==> config.mk <==
export PLATFORM = sky130hd
export DESIGN_NAME = reed_cadence_rev_counter
export DESIGN_NICKNAME = d
export VERILOG_FILES = /design/src/rtl/rcrc_pkg.sv /design/src/rtl/reed_cadence_rev_counter.sv
export SDC_FILE = /design/constraint.sdc
export NUM_CORES = 2
export LEC_CHECK = 0
export ABC_AREA = 1
export BUFFER_PORTS_ARGS = -buffer_cell sky130_fd_sc_hd__buf_2
export CORE_ASPECT_RATIO = 1.2
export CORE_UTILIZATION = 50
export CTS_CLUSTER_DIAMETER = 200
export DETAILED_ROUTE_END_ITERATION = 6
export HOLD_SLACK_MARGIN = 0.1
export PLACE_DENSITY = 0.66
export SYNTH_ARGS = -nofsm -noshare
export SYNTH_HDL_FRONTEND = slang
export SYNTH_SLANG_ARGS = --single-unit
==> constraint.sdc <==
create_clock -name aclk -period 22.3 [get_ports aclk]
set_input_delay 1.115 -clock aclk [delete_from_list [all_inputs] [get_ports aclk]]
set_output_delay 1.115 -clock aclk [all_outputs]
set_load 0.02 [all_outputs]
==> src/rtl/rcrc_pkg.sv <==
// Shared types and constants for the reed cadence revolution counter.
`timescale 1ns / 1ps
`default_nettype none
package rcrc_pkg;

    localparam int RING_DEPTH_DEF = 64;
    localparam int TIME_W         = 32;
    localparam int CFG_W          = 16;
    localparam int DB_W           = 8;
    localparam int PER_W          = 16;
    localparam int LOOKBACK       = 4;
    localparam int MIN_FILL       = 5;
    localparam int SUM_W          = TIME_W + 2;
    localparam int CNT_N_W        = 3;
    localparam int RD_CNT_W       = 3;
    localparam int DIV_CNT_W      = $clog2(SUM_W);

    localparam logic [DB_W-1:0]  EDGE_DB_RST = 8'd4;
    localparam logic [PER_W-1:0] MIN_PER_RST = 16'd100;

    typedef enum logic [0:0] {
        REG_EDGE_DEBOUNCE  = 1'b0,
        REG_MIN_REV_PERIOD = 1'b1
    } cfg_idx_t;

    typedef enum logic [2:0] {
        ST_IDLE,
        ST_EVAL,
        ST_READ,
        ST_DIV,
        ST_CMP,
        ST_PUSH,
        ST_DONE
    } state_t;

endpackage
`default_nettype wire

==> src/rtl/reed_cadence_rev_counter.sv <==
// Top level of the reed cadence revolution counter with its sequencer and ring.
//
//  Channel | Direction | Ports
//  --------+-----------+-------------------------------------------------------------
//  input   | in        | s_valid, s_ready, s_time_ms, s_switch_closed
//  result  | out       | m_valid, m_ready, m_edge_accepted, m_rev_counted, m_backfilled,
//          |           | m_backfill_time_ms, m_last_rev_time_ms, m_rev_total
//  config  | in        | cfg_wr_en, cfg_index, cfg_wdata
//
// After acceptance a result passes the EVAL and DONE states, with PUSH between them
// when a revolution counts without the period check. With the check, memory reads fetch
// the last five ring entries, then a bit-serial divider yields one quotient bit per cycle
// for the 34-bit sum; the divider is skipped when no rising period is found.
// Reset clears all control state; the ring contents stay undefined until written.
// A new transaction is accepted once the previous one has reached the output register.
`timescale 1ns / 1ps
`default_nettype none
module reed_cadence_rev_counter #(
    parameter int RING_DEPTH = rcrc_pkg::RING_DEPTH_DEF
) (
    input  wire logic                        aclk,
    input  wire logic                        aresetn,
    input  wire logic                        s_valid,
    output logic                             s_ready,
    input  wire logic [rcrc_pkg::TIME_W-1:0] s_time_ms,
    input  wire logic                        s_switch_closed,
    output logic                             m_valid,
    input  wire logic                        m_ready,
    output logic                             m_edge_accepted,
    output logic                             m_rev_counted,
    output logic                             m_backfilled,
    output logic [rcrc_pkg::TIME_W-1:0]      m_backfill_time_ms,
    output logic [rcrc_pkg::TIME_W-1:0]      m_last_rev_time_ms,
    output logic [rcrc_pkg::TIME_W-1:0]      m_rev_total,
    input  wire logic                        cfg_wr_en,
    input  wire logic [0:0]                  cfg_index,
    input  wire logic [rcrc_pkg::CFG_W-1:0]  cfg_wdata
);

    localparam int HEAD_W = $clog2(RING_DEPTH);
    localparam int FILL_W = $clog2(RING_DEPTH + 1);
    localparam int TW     = rcrc_pkg::TIME_W;
    localparam int SW     = rcrc_pkg::SUM_W;

    localparam logic [HEAD_W-1:0]            HEAD_LAST = HEAD_W'(RING_DEPTH - 1);
    localparam logic [FILL_W-1:0]            FILL_MAX  = FILL_W'(RING_DEPTH);
    localparam logic [FILL_W-1:0]            FILL_MIN  = FILL_W'(rcrc_pkg::MIN_FILL);
    localparam logic [rcrc_pkg::RD_CNT_W-1:0] RD_LAST  =
        rcrc_pkg::RD_CNT_W'(rcrc_pkg::LOOKBACK + 1);
    localparam logic [rcrc_pkg::DIV_CNT_W-1:0] DIV_LAST = rcrc_pkg::DIV_CNT_W'(SW - 1);

    rcrc_pkg::state_t state_reg, state_next;

    logic [rcrc_pkg::DB_W-1:0]       edge_db_reg;
    logic [rcrc_pkg::PER_W-1:0]      min_per_reg;

    logic [TW-1:0]                   now_reg, now_next;
    logic                            closed_reg, closed_next;
    logic [TW-1:0]                   last_close_reg, last_close_next;
    logic [TW-1:0]                   last_open_reg, last_open_next;
    logic [TW-1:0]                   last_rev_reg, last_rev_next;
    logic                            armed_reg, armed_next;
    logic [TW-1:0]                   rev_count_reg, rev_count_next;
    logic [HEAD_W-1:0]               head_reg, head_next;
    logic [FILL_W-1:0]               fill_reg, fill_next;

    logic [HEAD_W-1:0]               rd_ptr_reg, rd_ptr_next;
    logic [rcrc_pkg::RD_CNT_W-1:0]   rd_cnt_reg, rd_cnt_next;
    logic [TW-1:0]                   newer_reg, newer_next;
    logic [SW-1:0]                   sum_reg, sum_next;
    logic [rcrc_pkg::CNT_N_W-1:0]    n_reg, n_next;
    logic [rcrc_pkg::CNT_N_W-1:0]    rem_reg, rem_next;
    logic [rcrc_pkg::DIV_CNT_W-1:0]  div_cnt_reg, div_cnt_next;

    logic                            acc_reg, acc_next;
    logic                            cnt_reg, cnt_next;
    logic                            bf_reg, bf_next;
    logic [TW-1:0]                   bf_time_reg, bf_time_next;

    logic                            m_valid_reg, m_valid_next;
    logic                            m_acc_reg, m_cnt_reg, m_bf_reg;
    logic [TW-1:0]                   m_bf_time_reg, m_last_rev_reg, m_total_reg;
    logic                            m_load;

    logic [TW-1:0]                   ring_mem [RING_DEPTH];
    logic [TW-1:0]                   rd_data_reg;
    logic                            wr_en;
    logic [TW-1:0]                   wr_data;

    logic [TW-1:0]                   close_gap, open_gap, rev_gap, diff;
    logic [rcrc_pkg::CNT_N_W:0]      trial;
    logic [TW-1:0]                   avg;
    logic [TW:0]                     lo_thr;
    logic [TW+1:0]                   hi_thr;

    function automatic logic [HEAD_W-1:0] ptr_dec(input logic [HEAD_W-1:0] p);
        ptr_dec = (p == '0) ? HEAD_LAST : p - HEAD_W'(1);
    endfunction

    function automatic logic [HEAD_W-1:0] ptr_inc(input logic [HEAD_W-1:0] p);
        ptr_inc = (p == HEAD_LAST) ? '0 : p + HEAD_W'(1);
    endfunction

    assign s_ready            = (state_reg == rcrc_pkg::ST_IDLE);
    assign m_valid            = m_valid_reg;
    assign m_edge_accepted    = m_acc_reg;
    assign m_rev_counted      = m_cnt_reg;
    assign m_backfilled       = m_bf_reg;
    assign m_backfill_time_ms = m_bf_time_reg;
    assign m_last_rev_time_ms = m_last_rev_reg;
    assign m_rev_total        = m_total_reg;

    assign close_gap = now_reg - last_close_reg;
    assign open_gap  = now_reg - last_open_reg;
    assign rev_gap   = now_reg - last_rev_reg;
    assign diff      = newer_reg - rd_data_reg;
    assign trial     = {rem_reg, sum_reg[SW-1]};
    assign avg       = sum_reg[TW-1:0];
    assign lo_thr    = {1'b0, avg} + {2'b0, avg[TW-1:1]};
    assign hi_thr    = {avg, 2'b00};

    always_ff @(posedge aclk) begin
        if (!aresetn) begin
            edge_db_reg <= rcrc_pkg::EDGE_DB_RST;
            min_per_reg <= rcrc_pkg::MIN_PER_RST;
        end else if (cfg_wr_en) begin
            case (rcrc_pkg::cfg_idx_t'(cfg_index))
                rcrc_pkg::REG_EDGE_DEBOUNCE:  edge_db_reg <= cfg_wdata[rcrc_pkg::DB_W-1:0];
                rcrc_pkg::REG_MIN_REV_PERIOD: min_per_reg <= cfg_wdata[rcrc_pkg::PER_W-1:0];
                default: ;
            endcase
        end
    end

    always_ff @(posedge aclk) begin
        if (wr_en) begin
            ring_mem[head_reg] <= wr_data;
        end
        rd_data_reg <= ring_mem[rd_ptr_reg];
    end

    always_ff @(posedge aclk) begin
        if (!aresetn) begin
            state_reg      <= rcrc_pkg::ST_IDLE;
            last_close_reg <= '0;
            last_open_reg  <= '0;
            last_rev_reg   <= '0;
            armed_reg      <= 1'b1;
            rev_count_reg  <= '0;
            head_reg       <= '0;
            fill_reg       <= '0;
            m_valid_reg    <= 1'b0;
        end else begin
            state_reg      <= state_next;
            last_close_reg <= last_close_next;
            last_open_reg  <= last_open_next;
            last_rev_reg   <= last_rev_next;
            armed_reg      <= armed_next;
            rev_count_reg  <= rev_count_next;
            head_reg       <= head_next;
            fill_reg       <= fill_next;
            m_valid_reg    <= m_valid_next;
        end
    end

    always_ff @(posedge aclk) begin
        now_reg     <= now_next;
        closed_reg  <= closed_next;
        rd_ptr_reg  <= rd_ptr_next;
        rd_cnt_reg  <= rd_cnt_next;
        newer_reg   <= newer_next;
        sum_reg     <= sum_next;
        n_reg       <= n_next;
        rem_reg     <= rem_next;
        div_cnt_reg <= div_cnt_next;
        acc_reg     <= acc_next;
        cnt_reg     <= cnt_next;
        bf_reg      <= bf_next;
        bf_time_reg <= bf_time_next;
        if (m_load) begin
            m_acc_reg      <= acc_reg;
            m_cnt_reg      <= cnt_reg;
            m_bf_reg       <= bf_reg;
            m_bf_time_reg  <= bf_time_reg;
            m_last_rev_reg <= last_rev_reg;
            m_total_reg    <= rev_count_reg;
        end
    end

    always_comb begin
        state_next      = state_reg;
        now_next        = now_reg;
        closed_next     = closed_reg;
        last_close_next = last_close_reg;
        last_open_next  = last_open_reg;
        last_rev_next   = last_rev_reg;
        armed_next      = armed_reg;
        rev_count_next  = rev_count_reg;
        head_next       = head_reg;
        fill_next       = fill_reg;
        rd_ptr_next     = rd_ptr_reg;
        rd_cnt_next     = rd_cnt_reg;
        newer_next      = newer_reg;
        sum_next        = sum_reg;
        n_next          = n_reg;
        rem_next        = rem_reg;
        div_cnt_next    = div_cnt_reg;
        acc_next        = acc_reg;
        cnt_next        = cnt_reg;
        bf_next         = bf_reg;
        bf_time_next    = bf_time_reg;
        m_valid_next    = m_valid_reg && !m_ready;
        m_load          = 1'b0;
        wr_en           = 1'b0;
        wr_data         = now_reg;

        case (state_reg)
            rcrc_pkg::ST_IDLE: begin
                if (s_valid) begin
                    now_next     = s_time_ms;
                    closed_next  = s_switch_closed;
                    acc_next     = 1'b0;
                    cnt_next     = 1'b0;
                    bf_next      = 1'b0;
                    bf_time_next = '0;
                    state_next   = rcrc_pkg::ST_EVAL;
                end
            end
            rcrc_pkg::ST_EVAL: begin
                state_next = rcrc_pkg::ST_DONE;
                if (!closed_reg) begin
                    if (open_gap >= TW'(edge_db_reg)) begin
                        acc_next       = 1'b1;
                        last_open_next = now_reg;
                        armed_next     = 1'b1;
                    end
                end else if (close_gap >= TW'(edge_db_reg)) begin
                    acc_next        = 1'b1;
                    last_close_next = now_reg;
                    if (armed_reg) begin
                        armed_next = 1'b0;
                        if (last_rev_reg == '0 || rev_gap >= TW'(min_per_reg)) begin
                            if (last_rev_reg != '0 && fill_reg >= FILL_MIN) begin
                                rd_ptr_next = ptr_dec(head_reg);
                                rd_cnt_next = '0;
                                sum_next    = '0;
                                n_next      = '0;
                                state_next  = rcrc_pkg::ST_READ;
                            end else begin
                                state_next = rcrc_pkg::ST_PUSH;
                            end
                        end
                    end
                end
            end
            rcrc_pkg::ST_READ: begin
                rd_ptr_next = ptr_dec(rd_ptr_reg);
                rd_cnt_next = rd_cnt_reg + rcrc_pkg::RD_CNT_W'(1);
                if (rd_cnt_reg != '0) begin
                    newer_next = rd_data_reg;
                end
                if (rd_cnt_reg >= rcrc_pkg::RD_CNT_W'(2) && newer_reg > rd_data_reg) begin
                    sum_next = sum_reg + SW'(diff);
                    n_next   = n_reg + rcrc_pkg::CNT_N_W'(1);
                end
                if (rd_cnt_reg == RD_LAST) begin
                    rem_next     = '0;
                    div_cnt_next = '0;
                    state_next   = rcrc_pkg::ST_DIV;
                end
            end
            rcrc_pkg::ST_DIV: begin
                if (n_reg == '0) begin
                    state_next = rcrc_pkg::ST_PUSH;
                end else begin
                    if (trial >= {1'b0, n_reg}) begin
                        rem_next = rcrc_pkg::CNT_N_W'(trial - {1'b0, n_reg});
                        sum_next = {sum_reg[SW-2:0], 1'b1};
                    end else begin
                        rem_next = trial[rcrc_pkg::CNT_N_W-1:0];
                        sum_next = {sum_reg[SW-2:0], 1'b0};
                    end
                    div_cnt_next = div_cnt_reg + rcrc_pkg::DIV_CNT_W'(1);
                    if (div_cnt_reg == DIV_LAST) begin
                        state_next = rcrc_pkg::ST_CMP;
                    end
                end
            end
            rcrc_pkg::ST_CMP: begin
                state_next = rcrc_pkg::ST_PUSH;
                if (avg != '0 && {1'b0, rev_gap} > lo_thr && {2'b0, rev_gap} < hi_thr) begin
                    wr_en          = 1'b1;
                    wr_data        = last_rev_reg + {1'b0, rev_gap[TW-1:1]};
                    bf_next        = 1'b1;
                    bf_time_next   = wr_data;
                    head_next      = ptr_inc(head_reg);
                    rev_count_next = rev_count_reg + TW'(1);
                    if (fill_reg != FILL_MAX) begin
                        fill_next = fill_reg + FILL_W'(1);
                    end
                end
            end
            rcrc_pkg::ST_PUSH: begin
                wr_en          = 1'b1;
                wr_data        = now_reg;
                head_next      = ptr_inc(head_reg);
                rev_count_next = rev_count_reg + TW'(1);
                last_rev_next  = now_reg;
                cnt_next       = 1'b1;
                if (fill_reg != FILL_MAX) begin
                    fill_next = fill_reg + FILL_W'(1);
                end
                state_next = rcrc_pkg::ST_DONE;
            end
            rcrc_pkg::ST_DONE: begin
                if (!m_valid_reg || m_ready) begin
                    m_load       = 1'b1;
                    m_valid_next = 1'b1;
                    state_next   = rcrc_pkg::ST_IDLE;
                end
            end
            default: begin
                state_next = rcrc_pkg::ST_IDLE;
            end
        endcase
    end

    a_count_step: assert property (@(posedge aclk) disable iff (!aresetn)
        rev_count_reg == $past(rev_count_reg) ||
        rev_count_reg == $past(rev_count_reg) + TW'(1))
        else $error("Revolution total moved by more than one in a cycle.");

    a_fill_bound: assert property (@(posedge aclk) disable iff (!aresetn)
        fill_reg <= FILL_MAX)
        else $error("Ring fill count exceeds the ring depth.");

    a_head_bound: assert property (@(posedge aclk) disable iff (!aresetn)
        head_reg <= HEAD_LAST)
        else $error("Ring head points past the ring.");

    a_flag_order: assert property (@(posedge aclk) disable iff (!aresetn)
        m_valid_reg && m_bf_reg |-> m_cnt_reg && m_acc_reg)
        else $error("A backfilled transaction did not count a revolution.");

endmodule
`default_nettype wire

==> results by stage <==
Run status:
- The flow ran to the end, and the final reports show no timing, DRC or antenna violations.

Layout:
- The most common cell after layout, fill and taps aside is sky130_fd_sc_hd__edfxtp_1.
- In the final layout, the share of cells above drive strength 1 is 0.07617.
- The number of flip-flops under the largest register name is 2,048.
- Leaving out filler cells and counting taps, the final layout contains 13,350.
- The multi-input combinational cells in the finished layout cover a total of 35,550 um2.
- The final instance area is 124,700 um2.
- Summing all flip-flop and latch instances after layout gives 73,170 um2.
- The total number of nets in the final design is 10,580.
- The number of fill cells is 18,760.
- The growth of design area from synthesis to finish is 10.73%.
- In the layout the commonest cells are 2,302 x sky130_fd_sc_hd__edfxtp_1, 1,424 x sky130_fd_sc_hd__nor2_1, 1,240 x sky130_fd_sc_hd__o21ai_0.

Clocking:
- The root buffer cell is sky130_fd_sc_hd__clkbuf_16.
- After clock tree synthesis, the clock-pin slew on the worst setup and hold paths is 0.06 ns.
- The number of resized instances in the post-cts repair step is 0.
- The H-tree generated during clock tree synthesis spans 4 levels.
- Once the clock tree was built, the setup fixing pass inserted 0 buffers.
- Counting along the longest clock path gives a buffer depth of 4.
- The clock buffer count from CTS is 245.
- The count of hold-fix buffers inserted at cts is 0.
- TritonCTS built the clock tree.
- The worst-skew pair later-pin latency is 0.94 ns.
- The number of clock sinks is 2,504.

Worst setup path:
- In this run the critical register-to-register path is captured at ring_mem[59][1]$_DFFE_PP_.
- Data on the critical path is required at its endpoint by 22.79 ns.
- The kind of start point of the critical path is a register.
- The maximum fanout count along the critical path is 80.
- The critical path endpoint category is a register.
- The worst register-to-register path has a depth of 29.
- The largest delay contributor family on the critical path is simple AND/OR/NAND/NOR gates.
- The worst-path cell with the longest stage delay is sky130_fd_sc_hd__nor2_4.
- Together, buffers and inverters on the worst path number 3.
- The flop-to-flop setup slack is 14.82 ns.
- The startpoint of the lowest-slack register-to-register path is sum_reg[2]$_DFFE_PP_.
- At the worst endpoint, the arrival time is 7.98 ns.
- The most used cell along the critical path is sky130_fd_sc_hd__nand2_1.
- The largest incremental delay on the critical path is 1.13 ns.
- The setup path with the least slack is of type register to register.

Power:
- The leakage power is 43.90 nW.
- The maximum resistive drop on vdd is 0.09252 mV.
- The power per cell area is 131.4 nW/um2.

Global route:
- The total congestion overflow is 0.
- The number of global-route vias before repair is 76,810.
- The global-route total usage across every layer is 0.2963.
- The initial antenna violation count was 12.
- The first-pass GRT wire length is 501,300 um.
- The pin count of the biggest net entering global routing is 208.

Route:
- The post-detailed-route via-to-cell ratio is 6.085.
- After detailed routing, the total wire length is 346,500 um.
- The routed layout has 81,230 vias.
- The starting DRC count in detailed routing is 9,344.
- The first detailed-routing pass took 6 iterations.
- The number of DRC violations after detailed routing is 0.
- The number of nets with antenna violations after routing is 0.
- Dividing the detail-routed wire length by the instance count gives 25.96 um.

Synthesis:
- The synthesized design contains 2,504 register bits.
- The count of distinct cell types in the synthesized netlist is 64.
- The yosys synthesis warning count is 0.
- The async set or reset register ratio after synthesis is 0.
- The portion of the post-synthesis area used by sequential elements is 0.6496.
- In the synthesized netlist the dominant register cell turns out to be sky130_fd_sc_hd__edfxtp_1.
- The count of mapped cells out of synthesis is 10,170.
- The number of nets in the synthesized netlist is 10,570.
- The area of the mapped netlist is 112,600 um2.
- A synthesized cell averages 11.08 um2.
- Yosys mapped a number of flops with a built-in enable equal to 2,302.

Placed design:
- OpenSTA, run right after detailed placement, puts the worst setup slack at 14.89 ns.
- After detailed placement, the design holds a cell count of 12,910.
- Summing all placed instances gives a cell area of 117,100 um2.
- The port buffer count is 155.
- The final estimated routing congestion in global placement is 1.008.
- The post-DP HPWL is 218,600 um.

Timing:
- Dividing the final minimum period by the clock period gives 0.3356.
- The worst-case headroom to the max-slew limit is 0.1524.
- The count of endpoints failing hold in the final timing report is 0.
- The time the final worst path needs with I/O delays and setup is 7.485 ns.
- In the final timing run, aggregate negative setup slack is 0 ns.
- The number of pins exceeding their max-slew limit in the final report is 0.
- The final count of negative-setup-slack endpoints is 0.
- The maximum clock skew at final layout is 0.09769 ns.
- Derived from the worst setup path, the maximum achievable clock frequency is 133.6 MHz.
- The slew of the pin with the lowest slew margin is 1.258 ns.
- Setup repair after global routing left no endpoint under its margin.
- The final worst setup slack is 14.82 ns.
- The tightest hold path in the finished design has a slack of 0.4042 ns.

Hold path:
- Along the worst hold path, the cell count comes to 1.
- The path class of the lowest-slack min-delay path is input port to register.
- The worst hold path begins at s_switch_closed.
- The endpoint of the worst hold-timing path is closed_reg$_DFFE_PP_.

Floorplan:
- The die covers 227,200 um2.
- The core box area is 223,700 um2.
- For this configuration, the core starts out at a cell density of 0.5035.
- The die outline height is 522.0 um.
- The row count is 190.
- The number of top-level pins is 156.
- The die span in x is 435.3 um.

Flow run:
- The number of violations of the max-capacitance limit is 0.
==> metal layers <==
layer | routed length (um) | global-route usage | vias up
met5 | 28 | 0 | -
met1 | 132700 | 0.3803 | 39680
met2 | 160000 | 0.4726 | 3962
met3 | 29470 | 0.04629 | 743
li1 | - | - | 36840
met4 | 24240 | 0.1862 | 6
==> power by group <==
part / leakage [nW] / total (mW) / internal (mW) / switching, mW
combinational: 17.7 / 6.35 / 1.74 / 4.60
sequential: 22.4 / 6.01 / 5.85 / 0.162
clock: 3.75 / 4.03 / 2.25 / 1.78
==> kinds of logic (layout without fill, tap and decap cells) <==
family / count (synthesis) / after routing / synth area share
adder cells (fa/ha/maj): 346 / 346 / 0.03897
multiplexers: 1 / 1 / 0.00008886
AO/OA/AOI/OAI: 2372 / 2372 / 0.1255
AND/OR/NAND/NOR: 3536 / 3536 / 0.1313
XOR/XNOR: 155 / 155 / 0.01205
other: 0 / 1 / 0
buffers and inverters: 1257 / 1458 / 0.04248
flip-flops: 2504 / 2504 / 0.6496
==> synth_stat cells, types with 5 or more instances <==
master,count,area [um2]
sky130_fd_sc_hd__edfxtp_1,2302,69130
sky130_fd_sc_hd__nor2_1,1490,5593
sky130_fd_sc_hd__o21ai_0,1269,6351
sky130_fd_sc_hd__nand2_1,1160,4354
sky130_fd_sc_hd__inv_1,711,2669
sky130_fd_sc_hd__nand3_1,610,3053
sky130_fd_sc_hd__o221ai_1,488,4274
sky130_fd_sc_hd__clkbuf_1,451,1693
sky130_fd_sc_hd__a21oi_1,412,2062
sky130_fd_sc_hd__ha_1,338,4229
sky130_fd_sc_hd__dfxtp_1,202,4044
sky130_fd_sc_hd__nand4_1,113,706.9
sky130_fd_sc_hd__xor2_1,106,928.4
sky130_fd_sc_hd__nor3_1,69,345.3
sky130_fd_sc_hd__o22ai_1,54,337.8
sky130_fd_sc_hd__xnor2_1,49,429.2
sky130_fd_sc_hd__buf_1,43,161.4
sky130_fd_sc_hd__nand3b_1,25,187.7
sky130_fd_sc_hd__a31oi_1,20,125.1
sky130_fd_sc_hd__buf_2,20,100.1
sky130_fd_sc_hd__o21bai_1,20,150.1
sky130_fd_sc_hd__o211ai_1,19,142.6
sky130_fd_sc_hd__a21o_1,18,135.1
sky130_fd_sc_hd__nor4_1,17,106.4
sky130_fd_sc_hd__inv_2,13,48.80
sky130_fd_sc_hd__a21boi_0,12,90.09
sky130_fd_sc_hd__o21a_1,11,82.58
sky130_fd_sc_hd__a211oi_1,10,75.07
sky130_fd_sc_hd__clkinv_1,10,37.54
sky130_fd_sc_hd__nand2_2,10,62.56
sky130_fd_sc_hd__and2_1,9,56.30
sky130_fd_sc_hd__o31ai_1,9,67.56
sky130_fd_sc_hd__fa_1,8,160.2
sky130_fd_sc_hd__buf_4,6,45.04
sky130_fd_sc_hd__o21ai_1,6,30.03
sky130_fd_sc_hd__nand4_4,5,106.4
sky130_fd_sc_hd__nor2_2,5,31.28
sky130_fd_sc_hd__or2_2,5,31.28
==> metrics by stage <==
step,utilization,total power [mW]
after floorplan,-,10.02
after global placement,0.5234,12.22
after detailed placement,0.5234,12.32
after CTS,0.5576,16.32
after global routing,0.5576,17.14
final,0.5576,16.39
==> cell type report <==
type	instances	area share
Antenna cell	1	0.00002006
Timing Repair Buffer	287	0.01479
Clock inverter	136	0.009690
Clock buffer	300	0.05163
Inverter	735	0.02235
Sequential cell	2504	0.5866
Tap cell	2976	0.02985
Multi-Input combinational cell	6410	0.2850
==> worst max path at each step <==
| stage | from | to | slack [ns] | cells past startpoint |
|---|---|---|---|---|
| 2_1_floorplan | sum_reg[2]$_DFFE_PP_ | ring_mem[0][24]$_DFFE_PP_ | 15.01 | 29 |
| 3_3_place_gp | sum_reg[2]$_DFFE_PP_ | ring_mem[59][1]$_DFFE_PP_ | 14.89 | 29 |
| 3_5_place_dp | sum_reg[2]$_DFFE_PP_ | ring_mem[22][23]$_DFFE_PP_ | 14.89 | 29 |
| 4_1_cts | sum_reg[2]$_DFFE_PP_ | ring_mem[59][21]$_DFFE_PP_ | 14.82 | 29 |
| 5_1_grt | sum_reg[2]$_DFFE_PP_ | ring_mem[59][21]$_DFFE_PP_ | 14.24 | 24 |
| 6_report | sum_reg[2]$_DFFE_PP_ | ring_mem[59][1]$_DFFE_PP_ | 14.82 | 29 |
Note: power is estimated with default switching activity, not from simulation.
